**src/rtl/wsfr_pkg.sv**
```systemverilog
`default_nettype none
package wsfr_pkg;

    typedef enum logic [2:0] {
        PH_HDR0    = 3'd0,
        PH_HDR1    = 3'd1,
        PH_EXT     = 3'd2,
        PH_MASK    = 3'd3,
        PH_PAYLOAD = 3'd4
    } phase_t;

    typedef enum logic [1:0] {
        LINK_OPEN    = 2'd0,
        LINK_CLOSING = 2'd1,
        LINK_CLOSED  = 2'd2
    } link_t;

    localparam logic [1:0] KIND_BYTE  = 2'd0;
    localparam logic [1:0] KIND_TICK  = 2'd1;
    localparam logic [1:0] KIND_CLOSE = 2'd2;

    localparam logic [1:0] CLS_NONE  = 2'd0;
    localparam logic [1:0] CLS_DATA  = 2'd1;
    localparam logic [1:0] CLS_PING  = 2'd2;
    localparam logic [1:0] CLS_OTHER = 2'd3;

    localparam logic [3:0] OP_CONT  = 4'd0;
    localparam logic [3:0] OP_TEXT  = 4'd1;
    localparam logic [3:0] OP_BIN   = 4'd2;
    localparam logic [3:0] OP_CLOSE = 4'd8;
    localparam logic [3:0] OP_PING  = 4'd9;

    localparam logic [6:0] LEN_CODE_16  = 7'd126;
    localparam logic [6:0] LEN_CODE_64  = 7'd127;
    localparam logic [6:0] MAX_CTRL_LEN = 7'd125;
    localparam logic [6:0] LONG_MARK    = 7'd126;

    localparam logic [3:0] EXT16_BYTES = 4'd2;
    localparam logic [3:0] EXT64_BYTES = 4'd8;
    localparam logic [3:0] KEY_BYTES   = 4'd4;

    localparam logic [7:0]  MISSED_RESET = 8'd3;
    localparam logic [31:0] GAP_RESET    = 32'd1000;

    localparam logic CFG_MISSED = 1'b0;
    localparam logic CFG_GAP    = 1'b1;

    typedef struct packed {
        logic [1:0] byte_class;
        logic [7:0] payload_byte;
        logic       frame_end;
        logic [3:0] frame_opcode;
        logic       want_ping;
        logic       want_pong;
        logic       want_close;
        logic       link_closed;
        logic [1:0] link_state;
    } res_t;

endpackage
`default_nettype wire

```
**src/rtl/wsfr_core.sv**
```systemverilog
`default_nettype none
module wsfr_core (
    input  wire logic         aclk,
    input  wire logic         aresetn,
    input  wire logic         en,
    input  wire logic [1:0]   kind,
    input  wire logic [7:0]   rx_byte,
    input  wire logic [31:0]  now_time,
    input  wire logic [7:0]   max_missed,
    input  wire logic [31:0]  pong_gap,
    output wsfr_pkg::res_t    res
);

    wsfr_pkg::phase_t phase_reg, phase_next;
    wsfr_pkg::link_t  link_reg, link_next;
    logic [3:0]  fbc_reg, fbc_next;
    logic        fin_reg, fin_next;
    logic [3:0]  op_reg, op_next;
    logic        mpres_reg, mpres_next;
    logic [31:0] key_reg, key_next;
    logic [63:0] left_reg, left_next;
    logic [6:0]  slen_reg, slen_next;
    logic [1:0]  midx_reg, midx_next;
    logic [7:0]  missed_reg, missed_next;
    logic [31:0] pong_t_reg, pong_t_next;
    logic        pong_sent_reg, pong_sent_next;

    logic        finish;
    logic        hdr_done;
    logic [63:0] hdr_len;
    logic [3:0]  fbc_inc;
    logic [63:0] left_shift;
    logic [63:0] left_dec;
    logic [31:0] diff;
    logic [7:0]  key_byte;
    logic        ext_full;

    always_comb begin
        phase_next     = phase_reg;
        link_next      = link_reg;
        fbc_next       = fbc_reg;
        fin_next       = fin_reg;
        op_next        = op_reg;
        mpres_next     = mpres_reg;
        key_next       = key_reg;
        left_next      = left_reg;
        slen_next      = slen_reg;
        midx_next      = midx_reg;
        missed_next    = missed_reg;
        pong_t_next    = pong_t_reg;
        pong_sent_next = pong_sent_reg;
        res            = '0;
        finish         = 1'b0;
        hdr_done       = 1'b0;
        hdr_len        = left_reg;
        fbc_inc        = fbc_reg + 4'd1;
        left_shift     = {left_reg[55:0], rx_byte};
        left_dec       = left_reg - 64'd1;
        diff           = now_time - pong_t_reg;
        ext_full       = (slen_reg == wsfr_pkg::LEN_CODE_16) ?
                         (fbc_inc >= wsfr_pkg::EXT16_BYTES) :
                         (fbc_inc >= wsfr_pkg::EXT64_BYTES);

        unique case (midx_reg)
            2'd0: key_byte = key_reg[31:24];
            2'd1: key_byte = key_reg[23:16];
            2'd2: key_byte = key_reg[15:8];
            2'd3: key_byte = key_reg[7:0];
        endcase
        if (!mpres_reg) begin
            key_byte = 8'd0;
        end

        if (link_reg != wsfr_pkg::LINK_CLOSED) begin
            unique case (kind)
                wsfr_pkg::KIND_BYTE: begin
                    unique case (phase_reg)
                        wsfr_pkg::PH_HDR0: begin
                            fin_next   = rx_byte[7];
                            op_next    = rx_byte[3:0];
                            phase_next = wsfr_pkg::PH_HDR1;
                        end
                        wsfr_pkg::PH_HDR1: begin
                            mpres_next = rx_byte[7];
                            slen_next  = rx_byte[6:0];
                            key_next   = '0;
                            fbc_next   = '0;
                            if (rx_byte[6:0] == wsfr_pkg::LEN_CODE_16 ||
                                rx_byte[6:0] == wsfr_pkg::LEN_CODE_64) begin
                                left_next  = '0;
                                phase_next = wsfr_pkg::PH_EXT;
                            end else begin
                                left_next = {57'd0, rx_byte[6:0]};
                                hdr_len   = {57'd0, rx_byte[6:0]};
                                if (rx_byte[7]) begin
                                    phase_next = wsfr_pkg::PH_MASK;
                                end else begin
                                    hdr_done = 1'b1;
                                end
                            end
                        end
                        wsfr_pkg::PH_EXT: begin
                            left_next = left_shift;
                            hdr_len   = left_shift;
                            fbc_next  = fbc_inc;
                            if (ext_full) begin
                                fbc_next = '0;
                                if (mpres_reg) begin
                                    phase_next = wsfr_pkg::PH_MASK;
                                end else begin
                                    hdr_done = 1'b1;
                                end
                            end
                        end
                        wsfr_pkg::PH_MASK: begin
                            key_next = {key_reg[23:0], rx_byte};
                            fbc_next = fbc_inc;
                            if (fbc_inc >= wsfr_pkg::KEY_BYTES) begin
                                fbc_next = '0;
                                hdr_done = 1'b1;
                            end
                        end
                        wsfr_pkg::PH_PAYLOAD: begin
                            midx_next        = midx_reg + 2'd1;
                            res.payload_byte = rx_byte ^ key_byte;
                            if (op_reg == wsfr_pkg::OP_TEXT || op_reg == wsfr_pkg::OP_BIN) begin
                                res.byte_class = wsfr_pkg::CLS_DATA;
                            end else if (op_reg == wsfr_pkg::OP_PING) begin
                                res.byte_class = wsfr_pkg::CLS_PING;
                            end else begin
                                res.byte_class = wsfr_pkg::CLS_OTHER;
                            end
                            left_next = left_dec;
                            if (left_dec == 64'd0) begin
                                finish = 1'b1;
                            end
                        end
                        default: begin
                            phase_next = wsfr_pkg::PH_HDR0;
                        end
                    endcase
                end
                wsfr_pkg::KIND_TICK: begin
                    if (link_reg == wsfr_pkg::LINK_OPEN) begin
                        if (missed_reg >= max_missed) begin
                            res.want_close  = 1'b1;
                            res.link_closed = 1'b1;
                            link_next       = wsfr_pkg::LINK_CLOSED;
                        end else begin
                            missed_next   = missed_reg + 8'd1;
                            res.want_ping = 1'b1;
                        end
                    end
                end
                wsfr_pkg::KIND_CLOSE: begin
                    link_next      = wsfr_pkg::LINK_CLOSING;
                    res.want_close = 1'b1;
                end
                default: begin
                end
            endcase
        end

        if (hdr_done) begin
            slen_next = (hdr_len <= 64'd125) ? hdr_len[6:0] : wsfr_pkg::LONG_MARK;
            midx_next = '0;
            if (hdr_len == 64'd0) begin
                finish = 1'b1;
            end else begin
                phase_next = wsfr_pkg::PH_PAYLOAD;
            end
        end

        if (finish) begin
            res.frame_end = 1'b1;
            missed_next   = '0;
            if (op_reg == wsfr_pkg::OP_PING) begin
                if (!pong_sent_reg || (diff != 32'd0 && diff >= pong_gap)) begin
                    pong_t_next    = now_time;
                    pong_sent_next = 1'b1;
                    if (slen_next <= wsfr_pkg::MAX_CTRL_LEN) begin
                        res.want_pong = 1'b1;
                    end
                end
            end else if (op_reg == wsfr_pkg::OP_CLOSE) begin
                if (link_next == wsfr_pkg::LINK_OPEN) begin
                    res.want_close = 1'b1;
                end
                link_next       = wsfr_pkg::LINK_CLOSED;
                res.link_closed = 1'b1;
            end
            if ((!fin_reg || op_reg == wsfr_pkg::OP_CONT) &&
                link_next != wsfr_pkg::LINK_CLOSED) begin
                link_next      = wsfr_pkg::LINK_CLOSING;
                res.want_close = 1'b1;
            end
            phase_next = wsfr_pkg::PH_HDR0;
        end

        res.frame_opcode = op_next;
        res.link_state   = link_next;
    end

    always_ff @(posedge aclk) begin
        if (!aresetn) begin
            phase_reg     <= wsfr_pkg::PH_HDR0;
            link_reg      <= wsfr_pkg::LINK_OPEN;
            fbc_reg       <= '0;
            fin_reg       <= 1'b0;
            op_reg        <= '0;
            mpres_reg     <= 1'b0;
            key_reg       <= '0;
            left_reg      <= '0;
            slen_reg      <= '0;
            midx_reg      <= '0;
            missed_reg    <= '0;
            pong_t_reg    <= '0;
            pong_sent_reg <= 1'b0;
        end else if (en) begin
            phase_reg     <= phase_next;
            link_reg      <= link_next;
            fbc_reg       <= fbc_next;
            fin_reg       <= fin_next;
            op_reg        <= op_next;
            mpres_reg     <= mpres_next;
            key_reg       <= key_next;
            left_reg      <= left_next;
            slen_reg      <= slen_next;
            midx_reg      <= midx_next;
            missed_reg    <= missed_next;
            pong_t_reg    <= pong_t_next;
            pong_sent_reg <= pong_sent_next;
        end
    end

endmodule
`default_nettype wire

```
**src/rtl/websocket_frame_receiver.sv**
```systemverilog
`default_nettype none
// Channel   Direction  Handshake         Content
// s_        in         tvalid / tready   one request: rx byte, tick or host close
// m_        out        tvalid / tready   one result per request
// cfg_      in         cfg_wr_en         tick limit (0), pong gap (1)
//
// One request per clock unless m_ stalls; m_tvalid is driven by the output register.
// Path: input register -> frame parser / link logic -> output register.
// aresetn is synchronous; parser, link state and config registers reset.
// A stalled m_ side holds its result; s_ keeps accepting while the input
// register can move forward into a free or draining output register.
module websocket_frame_receiver (
    input  wire logic        aclk,
    input  wire logic        aresetn,
    input  wire logic        s_tvalid,
    output logic             s_tready,
    input  wire logic [39:0] s_tdata,   // rx_byte[7:0], now_time[39:8]
    input  wire logic [1:0]  s_tuser,   // kind[1:0]
    output logic             m_tvalid,
    input  wire logic        m_tready,
    output logic [23:0]      m_tdata,   // payload_byte[7:0], frame_opcode[11:8],
                                        // want_ping[12], want_pong[13],
                                        // want_close[14], link_closed[15],
                                        // link_state[17:16], zero[23:18]
    output logic [1:0]       m_tuser,   // byte_class[1:0]
    output logic             m_tlast,   // frame_end
    input  wire logic        cfg_wr_en,
    input  wire logic        cfg_addr,
    input  wire logic [31:0] cfg_wdata
);

    logic           in_valid_reg;
    logic [1:0]     kind_reg;
    logic [7:0]     byte_reg;
    logic [31:0]    time_reg;
    logic           out_valid_reg;
    wsfr_pkg::res_t out_reg;
    wsfr_pkg::res_t res;
    logic [7:0]     max_missed_reg;
    logic [31:0]    pong_gap_reg;
    logic           advance;
    logic           take;

    assign advance  = in_valid_reg && (!out_valid_reg || m_tready);
    assign s_tready = !in_valid_reg || advance;
    assign take     = s_tvalid && s_tready;

    wsfr_core u_core (
        .aclk       (aclk),
        .aresetn    (aresetn),
        .en         (advance),
        .kind       (kind_reg),
        .rx_byte    (byte_reg),
        .now_time   (time_reg),
        .max_missed (max_missed_reg),
        .pong_gap   (pong_gap_reg),
        .res        (res)
    );

    always_ff @(posedge aclk) begin
        if (!aresetn) begin
            in_valid_reg   <= 1'b0;
            out_valid_reg  <= 1'b0;
            max_missed_reg <= wsfr_pkg::MISSED_RESET;
            pong_gap_reg   <= wsfr_pkg::GAP_RESET;
        end else begin
            if (take) begin
                in_valid_reg <= 1'b1;
            end else if (advance) begin
                in_valid_reg <= 1'b0;
            end
            if (advance) begin
                out_valid_reg <= 1'b1;
            end else if (m_tready) begin
                out_valid_reg <= 1'b0;
            end
            if (cfg_wr_en) begin
                unique case (cfg_addr)
                    wsfr_pkg::CFG_MISSED: max_missed_reg <= cfg_wdata[7:0];
                    wsfr_pkg::CFG_GAP:    pong_gap_reg   <= cfg_wdata;
                endcase
            end
        end
    end

    always_ff @(posedge aclk) begin
        if (take) begin
            kind_reg <= s_tuser;
            byte_reg <= s_tdata[7:0];
            time_reg <= s_tdata[39:8];
        end
        if (advance) begin
            out_reg <= res;
        end
    end

    assign m_tvalid = out_valid_reg;
    assign m_tuser  = out_reg.byte_class;
    assign m_tlast  = out_reg.frame_end;
    assign m_tdata  = {6'd0, out_reg.link_state, out_reg.link_closed, out_reg.want_close,
                       out_reg.want_pong, out_reg.want_ping, out_reg.frame_opcode,
                       out_reg.payload_byte};

endmodule
`default_nettype wire
```
**config.mk**
```make
export PLATFORM = sky130hd
export DESIGN_NAME = websocket_frame_receiver
export DESIGN_NICKNAME = d
export VERILOG_FILES = /design/src/rtl/wsfr_pkg.sv /design/src/rtl/wsfr_core.sv /design/src/rtl/websocket_frame_receiver.sv
export SDC_FILE = /design/constraint.sdc
export NUM_CORES = 1
export LEC_CHECK = 0
export BUFFER_PORTS_ARGS = -buffer_cell sky130_fd_sc_hd__buf_2
export CAP_MARGIN = 10
export CORE_MARGIN = 2
export CORE_UTILIZATION = 30
export CTS_CLUSTER_DIAMETER = 30
export DETAILED_ROUTE_END_ITERATION = 12
export PLACE_DENSITY = 0.41
export SKIP_LAST_GASP = 1
export SLEW_MARGIN = 5
export SYNTH_ARGS = -nofsm -noshare
export SYNTH_HDL_FRONTEND = slang
export SYNTH_HIERARCHICAL = 1
export SYNTH_SLANG_ARGS = --single-unit
```
**constraint.sdc**
```tcl
create_clock -name aclk -period 6.1 [get_ports aclk]
set_input_delay 1.22 -clock aclk [delete_from_list [all_inputs] [get_ports aclk]]
set_output_delay 1.22 -clock aclk [all_outputs]
set_load 0.05 [all_outputs]
```
==> impl_metrics.yaml, run 1 <==
critical_path:
  kind_of_cell_adding_the_most_delay_to_the_critical_path: "compound AO/OA/AOI/OAI gates"
  crit_path_top_delay_cell: "sky130_fd_sc_hd__o31ai_1"
  critPathRequiredTime_ns: 6.63
  timing.critical_path.mode_cell: "sky130_fd_sc_hd__a21oi_1"
  crit_path_max_fanout: 24
  slowest_delay_ns: 0.59
  critical_path.cell_chain: "inv_1 -> ha_1 -> inv_1 -> fa_1 -> a21o_1 -> a221oi_1 -> buf_4 -> nor4_1 -> o31a_1 -> o21ai_0 -> nor3b_1 -> nor2_1 -> ha_1 -> a21o_1 -> a21oi_1 -> a21oi_1 -> nand2_1 -> o31ai_1 -> and3_1 -> buf_4 -> nand4_1 -> a21oi_1"
  crit_arrival_ns: 5.96
  endpoint_kind: "flip-flop"
  critPathBufInv: 4
  critPathKind: "reg -> reg"
  start_kind: "flip-flop"
global_routing:
  grt_max_degree: 93
  grt_overflow: 0
  grt_first_pass_wirelength_mm: 98.7
  antenna_found_initial: 0
  first_global_vias: 16900
  grt.total_usage_pct: 20.6
timing:
  final-setup-viol-count: 0
  slew-limit-headroom_pct: 34.2
  final_min_period_over_clock_period_pct: 89.0
  postLayoutSetupSlackWorst_ns: 0.673
  max_slew.worst_pin.slew_ns: 0.987
  timing.final.crit_period_ns: 5.43
  setup-tns-final_ns: 0
  clock-skew-final_ns: 0.0335
  report.final.hold_viol_count: 0
  achievable-frequency_ghz: 0.184
  rsz0062_at_grt: "false"
  slew_violations: 0
yosys:
  post_synth_num_cell_types: 100
  yosys_most_used_dff: "sky130_fd_sc_hd__dfxtp_1"
  mappedNetlistArea_um2: 17700
  postSynthAreaPerCell_um2: 8.02
  synth-edff-count: 63
  synth-warning-count: 6
  ys_seq_area_share_pct: 33.6
  synthesized_instance_count: 2209
  ys_ff_latch: 266
  ys_async_sr_fraction_pct: 0
cts:
  clockBufferDepth: 3
  cts.hold.buffers_added: 0
  cts-htree-levels: 3
  cts_repair_resize_count: 0
  cts.sink_count: 266
  number_of_cts_inserted_buffers: 83
  clk-insertion-delay-late_ns: 0.61
  root_buffer: "sky130_fd_sc_hd__clkbuf_16"
  clock_tree_from_tritoncts: "built"
  clk_pin_slew_worst_paths_ns: 0.04
  post_cts.repair.setup_buffers: 0
detailed_routing:
  via_count: 17000
  totalWireLength_mm: 63.4
  vias_per_cell: 5.52
  drt_pre_antenna_iters: 6
  wl_per_cell_um: 20.5
  post-route-drc-count: 0
  drtAntennaViolNets: 0
  drt_iter0_drc: 1361
pwr:
  total_leakage_power_nw: 8.17
  post-layout-total-power_w: 0.00683
  vdd.ir_drop.worst_mv: 0.310
  power.density_nw_per_um2: 319
final_layout:
  areaGrowthSynthToFinish_pct: 21.0
  largest_register_ffs: 64
  fin_area_um2: 21400
  num-nets-final: 2409
  layout.core_utilization_pct: 36.5
  drive_gt1_share_pct: 15.3
  insertedDiodeCount: 0
floorplanning:
  die_area_um2: 61000
  ioPinCount: 109
  core_area_um2: 58700
  fp.dieW_um: 247
  die_h_um: 247
  starting_utilization_of_the_core_area_pct: 30.2
  placementRows: 89
placed_design:
  globalplace.congestion: 0.869
  pre_cts_ws_ns: 0.739
  dp_hpwl_mm: 44.2
  io_buffers: 102
  placedInstanceArea_um2: 18500
min_path:
  holdCritPathClass: "reg -> reg"
run_status:
  run_status: "finished, final reports clean"
run:
  cap_violations: 0
[report_power, final]
part	internal (W)	switching [W]
registers	0.00186	0.0000370
clock network	0.00311	0.00130
logic	0.000183	0.000344
[cells by family after synthesis]
kind of cell | after synthesis | synth area share [%]
simple gates | 866 | 25.3
compound gates | 592 | 21.8
buf+inv | 299 | 8.03
flops | 266 | 33.6
fa+ha+maj | 85 | 6.04
xor+xnor | 65 | 3.21
mux | 35 | 2.03
other cells | 1 | 0.0212
[worst reg2reg max path: cells and delay by family, from the launching register on]
| family | cells | cell delay [ns] |
|---|---|---|
| flops | 1 | 0.38 |
| fa+ha+maj | 3 | 0.86 |
| compound gates | 9 | 2.19 |
| buf+inv | 4 | 0.70 |
| simple gates | 6 | 1.23 |
[worst paths after layout]
check | depth (start not counted) | endpoint | slack, ns | from
setup / recovery | 22 | u_core/pong_t_reg[27] | 0.67 | time_reg[0]
hold reg to reg | 2 | u_core/key_reg[25] | 0.45 | u_core/key_reg[25]
setup reg to reg | 22 | u_core/pong_t_reg[27] | 0.67 | time_reg[0]
hold / removal | 2 | u_core/key_reg[25] | 0.45 | u_core/key_reg[25]
[Yosys cell counts, drive strengths merged (38+ instances only)]
master / n / area share, %
nand3: 79 / 2.2
clkbuf: 140 / 3.6
inv: 114 / 2.4
o21ai: 156 / 4.9
buf: 44 / 1.8
dfxtp: 203 / 23
a21o: 38 / 1.6
nor3: 70 / 2.0
nand2: 212 / 4.5
a21oi: 192 / 5.4
nor4: 59 / 2.2
nor2: 170 / 3.6
ha: 84 / 5.9
edfxtp: 63 / 11
nand4: 91 / 3.2
[cell type report]
class                      instances  area, um2
tap                              773        967
fill                            6064      37200
inverter                         114        430
multi-input combinational       1649      10400
clock inverter                    52        683
clock buffer                     102       2240
timing repair buffer             130        743
sequential                       266       5960
[placed cells by master, fill, tap and decap left out, types with 14 or more instances in the layout]
cell | Yosys | layout
sky130_fd_sc_hd__a21oi_1 | 192 | 191
sky130_fd_sc_hd__ha_1 | 84 | 84
sky130_fd_sc_hd__or4_1 | 21 | 21
sky130_fd_sc_hd__inv_1 | 114 | 113
sky130_fd_sc_hd__xor2_1 | 33 | 33
sky130_fd_sc_hd__o21ai_0 | 120 | 120
sky130_fd_sc_hd__mux2i_1 | 27 | 27
sky130_fd_sc_hd__and2_1 | 16 | 16
sky130_fd_sc_hd__nand4_1 | 91 | 91
sky130_fd_sc_hd__clkinv_2 | 0 | 17
sky130_fd_sc_hd__clkbuf_16 | 0 | 83
sky130_fd_sc_hd__a21o_1 | 38 | 38
sky130_fd_sc_hd__nor4_1 | 57 | 56
sky130_fd_sc_hd__xnor2_1 | 32 | 32
sky130_fd_sc_hd__a211oi_1 | 14 | 14
sky130_fd_sc_hd__o21ai_2 | 24 | 24
sky130_fd_sc_hd__nand3_1 | 79 | 79
sky130_fd_sc_hd__and3_1 | 19 | 19
sky130_fd_sc_hd__buf_2 | 16 | 101
sky130_fd_sc_hd__dfxtp_1 | 203 | 203
sky130_fd_sc_hd__a221oi_1 | 19 | 19
sky130_fd_sc_hd__nor3_1 | 69 | 69
sky130_fd_sc_hd__o211ai_1 | 17 | 17
sky130_fd_sc_hd__edfxtp_1 | 63 | 63
sky130_fd_sc_hd__nand2b_1 | 16 | 16
sky130_fd_sc_hd__o31ai_1 | 16 | 16
sky130_fd_sc_hd__or3_1 | 32 | 32
sky130_fd_sc_hd__a22oi_1 | 16 | 16
sky130_fd_sc_hd__buf_4 | 10 | 28
sky130_fd_sc_hd__nand2_1 | 212 | 211
sky130_fd_sc_hd__nor2_1 | 169 | 168
[per-layer routing]
metal / global-route usage, % / routed length (um)
met5: 0 / 0
met4: 7.41 / 1670
met3: 3.64 / 2830
met2: 34.1 / 30300
met1: 26.8 / 28600
[through the flow]
stage,hold WS (ns),std cells
4_1_cts,0.450,3085
2_1_floorplan,0.428,2214
3_5_place_dp,0.445,2931
3_3_place_gp,0.439,2931
6_report,0.448,3086
5_1_grt,0.471,3086
No activity file was read; power rests on OpenSTA's default activity.
==> run 2: changes to the inputs <==
Settings changed: CELL_PAD_IN_SITES_DETAIL_PLACEMENT set to 1, CELL_PAD_IN_SITES_GLOBAL_PLACEMENT set to 1, PLACE_DENSITY 0.41 to 0.52.
==> impl_metrics.yaml, run 2 (synthesis gave the netlist of run 1 again) <==
final_layout:
  areaGrowthSynthToFinish_pct: 21.0
  mostFrequentLayoutCells: "sky130_fd_sc_hd__nand2_1, sky130_fd_sc_hd__dfxtp_1, sky130_fd_sc_hd__a21oi_1, sky130_fd_sc_hd__nor2_1, sky130_fd_sc_hd__o21ai_0"
  layout.cells.most_common: "sky130_fd_sc_hd__nand2_1"
  area.sequential_um2: 5960
  num-nets-final: 2407
  layout.core_utilization_pct: 36.5
  drive_gt1_share_pct: 15.0
  insertedDiodeCount: 0
  largest_register_ffs: 64
  fillers: 6926
  multi_input_comb_area_um2: 10400
timing:
  report.final.hold_viol_count: 0
  slew-limit-headroom_pct: 32.5
  timing.final.crit_period_ns: 5.19
  slew_violations: 0
  clock-skew-final_ns: 0.0408
  setup-tns-final_ns: 0
  achievable-frequency_ghz: 0.193
  postLayoutSetupSlackWorst_ns: 0.909
  final_min_period_over_clock_period_pct: 85.1
  max_slew.worst_pin.slew_ns: 1.01
  rsz0062_at_grt: "false"
  final-setup-viol-count: 0
cts:
  clock_tree_from_tritoncts: "built"
  root_buffer: "sky130_fd_sc_hd__clkbuf_16"
  cts.sink_count: 266
  cts.hold.buffers_added: 0
  clk_pin_slew_worst_paths_ns: 0.04
  clk-insertion-delay-late_ns: 0.61
  clockBufferDepth: 3
  number_of_cts_inserted_buffers: 80
  cts_repair_resize_count: 0
  cts-htree-levels: 3
  post_cts.repair.setup_buffers: 0
pwr:
  vdd.ir_drop.worst_mv: 0.194
  post-layout-total-power_w: 0.00684
  total_leakage_power_nw: 8.19
  power.density_nw_per_um2: 319
detailed_routing:
  drt_iter0_drc: 926
  highest-signal-layer: "met5"
  wl_per_cell_um: 22.3
  via_count: 17400
  detailed_routing_wirelength_on_met1_mm: 30.1
  post-route-drc-count: 0
  drtAntennaViolNets: 0
  totalWireLength_mm: 68.7
  routed-wl-met2_mm: 33.9
  drt_pre_antenna_iters: 6
  met3WireLength_mm: 2.65
  vias_per_cell: 5.65
placed_design:
  pre_cts_ws_ns: 0.973
  dp_hpwl_mm: 48.8
  io_buffers: 102
  globalplace.congestion: 0.908
floorplanning:
  die_area_um2: 61000
  fp.dieW_um: 247
  core_area_um2: 58700
  starting_utilization_of_the_core_area_pct: 30.2
  ioPinCount: 109
  placementRows: 89
  die_h_um: 247
global_routing:
  grt.total_usage_pct: 22.4
  grt_first_pass_wirelength_mm: 107
  antenna_found_initial: 1
  grt_max_degree: 84
  grt_overflow: 0
  first_global_vias: 18000
critical_path:
  crit_arrival_ns: 5.69
  start_kind: "flip-flop"
  critPathRequiredTime_ns: 6.60
  crit_path_max_fanout: 24
  r2r.worst_path.cells: 23
  endpoint_kind: "flip-flop"
  critPathKind: "reg -> reg"
min_path:
  holdCritPathClass: "reg -> reg"
  hold_critical_path_depth: 2
run_status:
  run_status: "finished, final reports clean"
run:
  cap_violations: 0
==> run 2: cell count changes in the layout (fill, tap and decap cells not counted) <==
cell	previous run	this run
sky130_fd_sc_hd__clkinv_4	2	3
sky130_fd_sc_hd__clkbuf_1	10	15
sky130_fd_sc_hd__clkbuf_16	83	84
sky130_fd_sc_hd__buf_12	0	1
sky130_fd_sc_hd__clkinvlp_4	10	3
sky130_fd_sc_hd__clkinv_8	2	1
sky130_fd_sc_hd__clkinv_1	4	1
sky130_fd_sc_hd__inv_6	2	1
sky130_fd_sc_hd__clkbuf_8	9	13
sky130_fd_sc_hd__clkinv_2	17	14
sky130_fd_sc_hd__inv_16	1	0
==> run 2: final timing paths <==
kind	from	endpoint	slack [ns]
setup / recovery	time_reg[0]	u_core/pong_t_reg[25]	0.91
hold / removal	u_core/key_reg[28]	u_core/key_reg[28]	0.45
setup reg to reg	time_reg[0]	u_core/pong_t_reg[25]	0.91
hold reg to reg	u_core/key_reg[28]	u_core/key_reg[28]	0.45
==> run 2: metrics by stage <==
stage	instances	instance area, um2	hold WS [ns]
2_1_floorplan	2214	17700	0.428
3_3_place_gp	2932	18500	0.438
3_5_place_dp	2932	18500	0.448
4_1_cts	3081	21400	0.453
5_1_grt	3082	21400	0.470
6_report	3082	21400	0.452
==> run 2: cell type report <==
type | count | share of cell area (%)
clock buffers | 112 | 10.9
clock inverters | 37 | 2.65
inverters | 114 | 2.01
multi-input cells | 1649 | 48.6
flip-flops and latches | 266 | 27.8
well taps | 773 | 4.51
repair buffers | 131 | 3.56
==> run 2: routing by layer <==
metal / GRT usage [%] / vias up
met2: 38.9 / 379
li1: - / 8216
met1: 27.8 / 8662
met4: 7.96 / 2
met3: 3.78 / 139
met5: 0 / -
==> run 2: where the power goes <==
part	switching, W	leakage, nW	internal, W
clock network	0.00124	1.42	0.00316
registers	0.0000392	2.26	0.00186
logic	0.000354	4.51	0.000185
total	0.00164	8.19	0.00520
==> run 2: worst max-delay path, stage by stage, from the launching register on <==
cell	delay, ns
sky130_fd_sc_hd__edfxtp_1	0.38
sky130_fd_sc_hd__inv_1	0.08
sky130_fd_sc_hd__ha_1	0.18
sky130_fd_sc_hd__inv_1	0.06
sky130_fd_sc_hd__fa_1	0.41
sky130_fd_sc_hd__a21o_1	0.20
sky130_fd_sc_hd__a221oi_1	0.26
sky130_fd_sc_hd__buf_4	0.20
sky130_fd_sc_hd__nor4_1	0.10
sky130_fd_sc_hd__o31a_1	0.31
sky130_fd_sc_hd__o21ai_0	0.29
sky130_fd_sc_hd__nor3b_1	0.37
sky130_fd_sc_hd__nor2_1	0.10
sky130_fd_sc_hd__ha_1	0.30
sky130_fd_sc_hd__a21o_1	0.11
sky130_fd_sc_hd__a21oi_1	0.08
sky130_fd_sc_hd__a21oi_1	0.19
sky130_fd_sc_hd__nand2_1	0.08
sky130_fd_sc_hd__o31ai_1	0.22
sky130_fd_sc_hd__buf_4	0.19
sky130_fd_sc_hd__and3_1	0.32
sky130_fd_sc_hd__buf_4	0.35
sky130_fd_sc_hd__nand4_1	0.15
sky130_fd_sc_hd__a21oi_1	0.17
==> run 3: changes to the inputs <==
Clock period 6.1 ns to 5.4 ns, I/O delays scaled along.
==> impl_metrics.yaml, run 3 (synthesis gave the netlist of run 1 again) <==
cts:
  number_of_cts_inserted_buffers: 89
  root_buffer: "sky130_fd_sc_hd__clkbuf_16"
  post_cts.repair.setup_buffers: 0
  cts.sink_count: 266
  clockBufferDepth: 3
  clock_tree_from_tritoncts: "built"
  cts_repair_resize_count: 0
  cts-htree-levels: 3
  clk-insertion-delay-late_ns: 0.62
  clk_pin_slew_worst_paths_ns: 0.05
  cts.hold.buffers_added: 0
final_layout:
  largest_register_ffs: 64
  drive_gt1_share_pct: 16.7
  num-nets-final: 2439
  final_cells: 3123
  layout.cells.most_common: "sky130_fd_sc_hd__nand2_1"
  layout.core_utilization_pct: 37.6
  mostFrequentLayoutCells: "sky130_fd_sc_hd__nand2_1, sky130_fd_sc_hd__dfxtp_1, sky130_fd_sc_hd__a21oi_1, sky130_fd_sc_hd__nor2_1, sky130_fd_sc_hd__o21ai_0"
  fin_area_um2: 22000
  areaGrowthSynthToFinish_pct: 24.3
timing:
  slew_violations: 0
  max_slew.worst_pin.slew_ns: 1.16
  setup-tns-final_ns: 0
  timing.final.crit_period_ns: 4.92
  achievable-frequency_ghz: 0.203
  final-setup-viol-count: 0
  report.final.hold_viol_count: 0
  rsz0062_at_grt: "false"
  final_min_period_over_clock_period_pct: 91.1
  clock-skew-final_ns: 0.0215
  slew-limit-headroom_pct: 22.2
placed_design:
  globalplace.congestion: 0.835
  placedInstanceArea_um2: 18700
  dp_hpwl_mm: 48.9
  dp.cells: 2956
  io_buffers: 102
min_path:
  hold_critical_path_depth: 2
  holdCritPathClass: "reg -> reg"
  worst_hold_startpoint: "u_core/key_reg[30]"
  whs_endpoint: "u_core/key_reg[30]"
detailed_routing:
  drt_pre_antenna_iters: 5
  vias_per_cell: 5.57
  wl_per_cell_um: 22.2
  post-route-drc-count: 0
  via_count: 17400
  drtAntennaViolNets: 0
  drt_iter0_drc: 840
  totalWireLength_mm: 69.5
run_status:
  run_status: "finished, final reports clean"
critical_path:
  regToRegSetupSlack_ns: 0.48
  r2r.worst_path.cells: 22
  critPathRequiredTime_ns: 5.93
  slowest_delay_ns: 0.40
  worst_r2r_endpoint: "u_core/pong_t_reg[19]"
  regToRegStartpoint: "time_reg[0]"
  startpoint: "time_reg[0]"
  kind_of_cell_adding_the_most_delay_to_the_critical_path: "compound AO/OA/AOI/OAI gates"
  start_kind: "flip-flop"
  crit_path_max_fanout: 29
  endpoint_kind: "flip-flop"
  critical_path.cell_chain: "inv_1 -> ha_1 -> inv_1 -> fa_1 -> a21o_1 -> a221oi_1 -> nor4_1 -> o31a_1 -> o21ai_0 -> nor3b_2 -> nor2_1 -> ha_1 -> a21o_1 -> a21oi_1 -> a21oi_1 -> nand2_1 -> o31ai_1 -> buf_4 -> and3_1 -> buf_6 -> nand4_1 -> a21oi_1"
  crit_path_top_delay_cell: "sky130_fd_sc_hd__fa_1"
  crit_arrival_ns: 5.45
  critPathBufInv: 4
  timing.critical_path.mode_cell: "sky130_fd_sc_hd__a21oi_1"
  critPathKind: "reg -> reg"
floorplanning:
  ioPinCount: 109
  core_area_um2: 58700
  die_h_um: 247
  placementRows: 89
  die_area_um2: 61000
  fp.dieW_um: 247
  starting_utilization_of_the_core_area_pct: 30.2
run:
  cap_violations: 0
global_routing:
  grt.total_usage_pct: 22.7
  first_global_vias: 18200
  antenna_found_initial: 1
  grt_max_degree: 63
  grt_first_pass_wirelength_mm: 108
  grt_overflow: 0
pwr:
  total_leakage_power_nw: 8.50
  post-layout-total-power_w: 0.00843
  vdd.ir_drop.worst_mv: 0.244
  power.density_nw_per_um2: 382
-- run 3: changes by cell type in the layout (fill, tap and decap cells not counted), sizes merged --
cell,previous run,this run
clkbuf,112,110
diode,0,1
inv,115,116
bufinv,12,18
buf,131,154
clkinvlp,3,8
clkinv,21,28
-- run 3: power by group --
group	switching [W]	total [W]	internal [W]
Sequential	0.0000370	0.00213	0.00210
Combinational	0.000412	0.000626	0.000214
Clock	0.00158	0.00567	0.00409
Total	0.00203	0.00843	0.00640
-- run 3: worst register-to-register path, delay by kind of cell (launching register included) --
family / cells / cell delay [ns]
AND/OR/NAND/NOR: 6 / 1.03
AO/OA/AOI/OAI: 9 / 1.92
flip-flops: 1 / 0.38
buffers and inverters: 4 / 0.62
adder cells (fa/ha/maj): 3 / 0.91
-- run 3: layer usage --
metal | GRT usage (%) | up-vias | routed length (um)
met3 | 3.51 | 122 | 2680
met5 | 0 | - | 0
met4 | 7.34 | 0 | 1730
li1 | - | 8268 | -
met1 | 28.9 | 8681 | 31000
met2 | 39.0 | 319 | 34100
-- run 3: worst max path at each step --
stage,end,slack [ns],cells after the start
3_5_place_dp,u_core/pong_t_reg[20],0.36,22
2_1_floorplan,u_core/pong_t_reg[22],0.59,22
6_report,u_core/pong_t_reg[19],0.48,22
4_1_cts,u_core/pong_t_reg[19],0.30,22
5_1_grt,u_core/pong_t_reg[19],0.06,22
3_3_place_gp,u_core/pong_t_reg[20],0.56,22
-- run 3: area by class of cell --
cell class / instances / area [um2]
antenna: 1 / 2.50
clock buffer: 110 / 2480
clock inverter: 56 / 843
fill: 6884 / 36600
inverter: 114 / 430
multi-input combinational: 1649 / 10400
sequential: 266 / 5960
tap: 773 / 967
timing repair buffer: 154 / 936
-- run 3: stage by stage --
step	hold slack [ns]	setup slack, ns
2_1_floorplan	0.428	0.590
3_3_place_gp	0.438	0.563
3_5_place_dp	0.450	0.356
4_1_cts	0.456	0.304
5_1_grt	0.480	0.0565
6_report	0.453	0.480
